==> config.mk <==
export PLATFORM = sky130hd
export DESIGN_NAME = grp_ctrl
export DESIGN_NICKNAME = d
export VERILOG_FILES = /design/src/rtl/grp_pkg.sv /design/src/rtl/grp_ctrl.sv
export SDC_FILE = /design/constraint.sdc
export NUM_CORES = 1
export LEC_CHECK = 0
export ABC_AREA = 1
export BUFFER_PORTS_ARGS = -buffer_cell sky130_fd_sc_hd__buf_2
export CAP_MARGIN = 20
export CORE_AREA = 2 2 51 53
export CTS_CLUSTER_DIAMETER = 80
export DETAILED_ROUTE_END_ITERATION = 16
export DIE_AREA = 0 0 53 55
export MAX_ROUTING_LAYER = met4
export PLACE_DENSITY = 0.49
export SLEW_MARGIN = 15
export SYNTH_ARGS = -nofsm -noshare
export SYNTH_HDL_FRONTEND = slang
export SYNTH_SLANG_ARGS = --single-unit
export TNS_END_PERCENT = 100
==> constraint.sdc <==
create_clock -name clk -period 2.41 [get_ports clk]
set_input_delay 0.482 -clock clk [delete_from_list [all_inputs] [get_ports clk]]
set_output_delay 0.482 -clock clk [all_outputs]
set_load 0.03 [all_outputs]
==> src/rtl/grp_pkg.sv <==
// ----------------------------------------------------------------------------
// grp_pkg
// Shared types and codes of the guillotine rectangle packer.
// ----------------------------------------------------------------------------
package grp_pkg;

  localparam int unsigned REQ_DIM_W = 13;
  localparam int unsigned PLACE_W   = 12;
  localparam int unsigned AREA_W    = 25;
  localparam int unsigned STATUS_W  = 2;
  localparam int unsigned CFG_IDX_W = 1;

  // command codes
  localparam logic CMD_INSERT  = 1'b0;
  localparam logic CMD_RESTART = 1'b1;

  // configuration register indexes
  localparam logic [CFG_IDX_W-1:0] CFG_BIN_WIDTH  = 1'b0;
  localparam logic [CFG_IDX_W-1:0] CFG_BIN_HEIGHT = 1'b1;

  // result status codes
  localparam logic [STATUS_W-1:0] ST_OK    = 2'd0;
  localparam logic [STATUS_W-1:0] ST_NOFIT = 2'd1;
  localparam logic [STATUS_W-1:0] ST_FULL  = 2'd2;

  typedef struct packed {
    logic                 cmd;
    logic [REQ_DIM_W-1:0] rect_width;
    logic [REQ_DIM_W-1:0] rect_height;
  } grp_req_t;

  typedef struct packed {
    logic [STATUS_W-1:0] status;
    logic [PLACE_W-1:0]  place_x;
    logic [PLACE_W-1:0]  place_y;
    logic [AREA_W-1:0]   used_area;
  } grp_res_t;

  typedef enum logic [2:0] {
    IDX_HOLD,
    IDX_ZERO,
    IDX_INC,
    IDX_DEC,
    IDX_LAST,
    IDX_NEXT
  } grp_idx_op_t;

  typedef enum logic [2:0] {
    WR_BIN,
    WR_PA,
    WR_PB,
    WR_SHUP,
    WR_SHDN
  } grp_wr_sel_t;

  typedef struct packed {
    logic                restart;
    logic                capture;
    logic                rd_en;
    logic                take;
    logic                wr_en;
    grp_wr_sel_t         wr_sel;
    grp_idx_op_t         idx_op;
    logic                cnt_inc;
    logic                cnt_dec;
    logic                set_res;
    logic [STATUS_W-1:0] res_code;
    logic                res_place;
    logic                add_area;
    logic                load_out;
  } grp_cmd_t;

  typedef struct packed {
    logic       scan_end;
    logic       fits;
    logic [1:0] npieces;
    logic       full;
    logic       up_done;
  } grp_sts_t;

endpackage

==> src/rtl/grp_ctrl.sv <==
// ----------------------------------------------------------------------------
// grp_ctrl
// Controller: sequences scan, split, list shifting and result transfer.
// ----------------------------------------------------------------------------
module grp_ctrl (
  input  logic              clk,
  input  logic              rst_n,
  input  logic              in_valid,
  input  logic              in_cmd,
  output logic              in_stall,
  output logic              out_valid,
  input  logic              out_stall,
  output grp_pkg::grp_cmd_t cmd,
  input  grp_pkg::grp_sts_t sts
);
  import grp_pkg::*;

  typedef enum logic [3:0] {
    S_INIT,
    S_IDLE,
    S_SCAN_RD,
    S_SCAN_CMP,
    S_SPLIT,
    S_UP_RD,
    S_UP_WR,
    S_WR_PB,
    S_DN_RD,
    S_DN_WR,
    S_FINISH
  } state_t;

  state_t state_r, state_nxt;
  logic   out_valid_r, out_valid_nxt;
  logic   out_busy;

  assign out_busy  = out_valid_r && out_stall;
  assign in_stall  = (state_r != S_IDLE);
  assign out_valid = out_valid_r;

  always_comb begin
    cmd           = '0;
    cmd.wr_sel    = WR_BIN;
    cmd.idx_op    = IDX_HOLD;
    cmd.res_code  = ST_OK;
    state_nxt     = state_r;
    out_valid_nxt = out_valid_r && out_stall;
    unique case (state_r)
      S_INIT: begin
        cmd.restart = 1'b1;
        state_nxt   = S_IDLE;
      end
      S_IDLE: begin
        if (in_valid) begin
          if (in_cmd == CMD_RESTART) begin
            cmd.restart  = 1'b1;
            cmd.set_res  = 1'b1;
            state_nxt    = S_FINISH;
          end else begin
            cmd.capture = 1'b1;
            cmd.idx_op  = IDX_ZERO;
            state_nxt   = S_SCAN_RD;
          end
        end
      end
      S_SCAN_RD: begin
        if (sts.scan_end) begin
          cmd.set_res  = 1'b1;
          cmd.res_code = ST_NOFIT;
          state_nxt    = S_FINISH;
        end else begin
          cmd.rd_en = 1'b1;
          state_nxt = S_SCAN_CMP;
        end
      end
      S_SCAN_CMP: begin
        if (sts.fits) begin
          cmd.take  = 1'b1;
          state_nxt = S_SPLIT;
        end else begin
          cmd.idx_op = IDX_INC;
          state_nxt  = S_SCAN_RD;
        end
      end
      S_SPLIT: begin
        priority if (sts.npieces == 2'd2 && sts.full) begin
          cmd.set_res  = 1'b1;
          cmd.res_code = ST_FULL;
          state_nxt    = S_FINISH;
        end else if (sts.npieces == 2'd1) begin
          cmd.wr_en     = 1'b1;
          cmd.wr_sel    = WR_PA;
          cmd.set_res   = 1'b1;
          cmd.res_place = 1'b1;
          cmd.add_area  = 1'b1;
          state_nxt     = S_FINISH;
        end else if (sts.npieces == 2'd2) begin
          cmd.idx_op = IDX_LAST;
          state_nxt  = S_UP_RD;
        end else begin
          cmd.idx_op = IDX_NEXT;
          state_nxt  = S_DN_RD;
        end
      end
      S_UP_RD: begin
        if (sts.up_done) begin
          cmd.wr_en  = 1'b1;
          cmd.wr_sel = WR_PA;
          state_nxt  = S_WR_PB;
        end else begin
          cmd.rd_en = 1'b1;
          state_nxt = S_UP_WR;
        end
      end
      S_UP_WR: begin
        cmd.wr_en  = 1'b1;
        cmd.wr_sel = WR_SHUP;
        cmd.idx_op = IDX_DEC;
        state_nxt  = S_UP_RD;
      end
      S_WR_PB: begin
        cmd.wr_en     = 1'b1;
        cmd.wr_sel    = WR_PB;
        cmd.cnt_inc   = 1'b1;
        cmd.set_res   = 1'b1;
        cmd.res_place = 1'b1;
        cmd.add_area  = 1'b1;
        state_nxt     = S_FINISH;
      end
      S_DN_RD: begin
        if (sts.scan_end) begin
          cmd.cnt_dec   = 1'b1;
          cmd.set_res   = 1'b1;
          cmd.res_place = 1'b1;
          cmd.add_area  = 1'b1;
          state_nxt     = S_FINISH;
        end else begin
          cmd.rd_en = 1'b1;
          state_nxt = S_DN_WR;
        end
      end
      S_DN_WR: begin
        cmd.wr_en  = 1'b1;
        cmd.wr_sel = WR_SHDN;
        cmd.idx_op = IDX_INC;
        state_nxt  = S_DN_RD;
      end
      S_FINISH: begin
        if (!out_busy) begin
          cmd.load_out  = 1'b1;
          out_valid_nxt = 1'b1;
          state_nxt     = S_IDLE;
        end
      end
      default: begin
        state_nxt = S_IDLE;
      end
    endcase
  end

  always_ff @(posedge clk) begin
    if (!rst_n) begin
      state_r     <= S_INIT;
      out_valid_r <= 1'b0;
    end else begin
      state_r     <= state_nxt;
      out_valid_r <= out_valid_nxt;
    end
  end

endmodule

==> flow_metrics.env <==
export IMPL_status="complete, no violations"
export IMPL_synth_simple_area_share_pct=49.32
export IMPL_coreArea_um2=2365
export IMPL_ys_seq_area_share_pct=18.10
export IMPL_drtIter0Drc=13
export IMPL_setup_tns_ns=0
export IMPL_die_w_um=53
export IMPL_syn_inst=109
export IMPL_hold_start="rst_n"
export IMPL_pin_count=32
export IMPL_dp_hpwl_um=1445
export IMPL_rows=18
export IMPL_avgViaCountPerCell=4.382
export IMPL_cp_data_required_time_ns=1.93
export IMPL_min_path_type="in2reg"
export IMPL_wl_um=1630
export IMPL_track_usage_pct=13.01
export IMPL_cp_end_kind="output port"
export IMPL_wl_per_cell_um=9.422
export IMPL_finalMaxSlewViolations=0
export IMPL_synth_seq_cells=5
export IMPL_p_per_area_nw_per_um2=1046
export IMPL_ir_drop_mv=0.4418
export IMPL_synth_xor_area_share_pct=0
export IMPL_startpoint_type="flop"
export IMPL_clkLatencyLatePin_ns=0.24
export IMPL_multi_input_area_um2=355.3
export IMPL_first_pass_iters=4
export IMPL_clockPowerShare_pct=12.1
export IMPL_synth_mux_area_share_pct=0
export IMPL_synth_fa_ha_area_share_pct=4.525
export IMPL_cts_buffers=3
export IMPL_hold_viol=0
export IMPL_fmax_mhz=493.4
export IMPL_port_buffers=31
export IMPL_path_clk_slew_ns=0.04
export IMPL_max_cap_violations=0
export IMPL_fin_worst_skew_ns=0.0005019
export IMPL_ff_latch_area_um2=100.1
export IMPL_leakagePower_nw=0.5257
export IMPL_nFillCells=301
export IMPL_num_vias=758
export IMPL_relSlewSlack_pct=80.81
export IMPL_start_util_pct=23.39
export IMPL_setup_ws_ns=0.3831
export IMPL_grt_pass1_vias=620
export IMPL_finalSetupViolations=0
export IMPL_synth_compound_area_share_pct=10.41
export IMPL_arrival_ns=1.54
export IMPL_clockBufferDepth=2
export IMPL_gp_congestion=0.8181
export IMPL_period_share_pct=84.10
export IMPL_ys_warn_count=0
export IMPL_reg2reg_from="state_r[0]"
export IMPL_antenna_found_initial=0
export IMPL_r2r_setup_slack_ns=1.05
export IMPL_criticalPathCategory="reg2out"
export IMPL_stdcell_area_um2=764.5
export IMPL_grt_overflow_total=0
export IMPL_syn2layout_area_growth_pct=38.24
export IMPL_synth_top_family_by_area="simple AND/OR/NAND/NOR gates"
export IMPL_placed_cell_area_um2=738.2
export IMPL_period_needed_ns=2.027
export IMPL_p_comb_share_pct=70.5
export IMPL_syn_cell_area_um2=553.0
export IMPL_crit_start="state_r[3]"
export IMPL_crit_fanout=7
export IMPL_cts_resized=0
export IMPL_p_sw_share_pct=58.36
export IMPL_die_area_um2=2915
export IMPL_avgSynthCellArea_um2=5.074
export IMPL_power_frac_seq_pct=17.4
export IMPL_htree_num_levels=1
export IMPL_drc=0
export IMPL_syn_num_nets=122
export IMPL_grt_pass1_wl_um=2704
export IMPL_worst_pin_slew_ns=0.2875
export IMPL_pre_cts_ws_ns=0.5572
export IMPL_p_int_w=0.0003331
export IMPL_drive_gt1_share_pct=26.57
export IMPL_finish_utilization_pct=32.33
export IMPL_p_switching_w=0.0004669
export IMPL_cts_root_buffer="clkbuf_4"
export IMPL_cts_tree="built"
export IMPL_die_h_um=55
export IMPL_cts_sinks=5
export IMPL_antennaDiodeCount=0
export IMPL_synth_cell_types=16
export IMPL_layout_commonest_cell="nand2_1"
export IMPL_postCtsSetupBuffers=0
export IMPL_cts_hold_buf=0
export IMPL_layout_common_cells="34 x nand2_1, 31 x buf_2, 22 x inv_1"
export IMPL_fin_nets=157
export IMPL_rsz0062_at_grt="no"
export IMPL_ant_nets=0
export IMPL_power_w=0.0007999
export IMPL_grt_max_degree=8
## logic make-up (layout without fill, tap and decap cells)
family / after synthesis / after routing
and+or+nand+nor: 66 / 66
adders and majority gates: 2 / 2
AOI/OAI and AO/OA: 11 / 11
DFF: 5 / 5
buffers and inverters: 25 / 59
## routing by layer
metal / GRT usage [%] / up-vias / wire [µm]
met3: 2.419 / 0 / 108
li1: - / 403 / -
met5: - / - / 0
met1: 18.06 / 327 / 780
met2: 18.54 / 28 / 742
met4: 5.128 / 0 / 0
## flip-flops by register name, indices dropped and copies added, names as in the netlist
name and count:
out_valid 1, state_r 4
## metrics by stage
step / hold slack (ns) / instances
floorplan: 0.5626 / 109
global placement: 0.4776 / 169
detailed placement: 0.4892 / 169
CTS: 0.4733 / 173
global route: 0.4943 / 173
finish: 0.4795 / 173
## critical path: stages (launching register included)
cell	delay [ns]
dfxtp_1	0.34
nor2_2	0.28
nand2_1	0.14
nor2_1	0.14
nand2_1	0.10
o21ai_0	0.09
buf_2	0.22
## power groups by stage
| stage | logic (W) | clock network [W] | registers [W] |
|---|---|---|---|
| 4_1_cts | 0.000570 | 0.000103 | 0.000139 |
| 5_1_grt | 0.000637 | 0.000110 | 0.000145 |
| 3_5_place_dp | 0.000569 | 0 | 0.000141 |
| 2_1_floorplan | 0.000425 | 0 | 0.000137 |
| 6_report | 0.000564 | 0.0000965 | 0.000139 |
| 3_3_place_gp | 0.000571 | 0 | 0.000141 |
## path summary, 6_finish.rpt
check,endpoint,cells after the start
worst max-delay path,cmd[18],6
worst min-delay path,state_r[0],3
worst max register to register,state_r[0],7
worst min register to register,out_valid,2
## area by class of cell
type	instances	area share [%]
tap	30	4.910
inverter	24	11.78
multi-input combinational	79	46.48
timing repair buffer	31	20.29
sequential	5	13.09
clock buffer	4	3.437
## cells in the mapped netlist
master / number / area share [%]
nand2_1: 34 / 23
inv_1: 22 / 15
nor2_1: 19 / 13
a21oi_1: 5 / 4.5
dfxtp_1: 5 / 18
nand3_1: 5 / 4.5
nand4_1: 3 / 3.4
o21ai_1: 3 / 2.7
ha_1: 2 / 4.5
inv_2: 2 / 1.4
nor2_2: 2 / 2.3
nor3_1: 2 / 1.8
o21ai_0: 2 / 1.8
buf_4: 1 / 1.4
nand3b_1: 1 / 1.4
o31ai_1: 1 / 1.4
(Power assumes the default switching activity.)
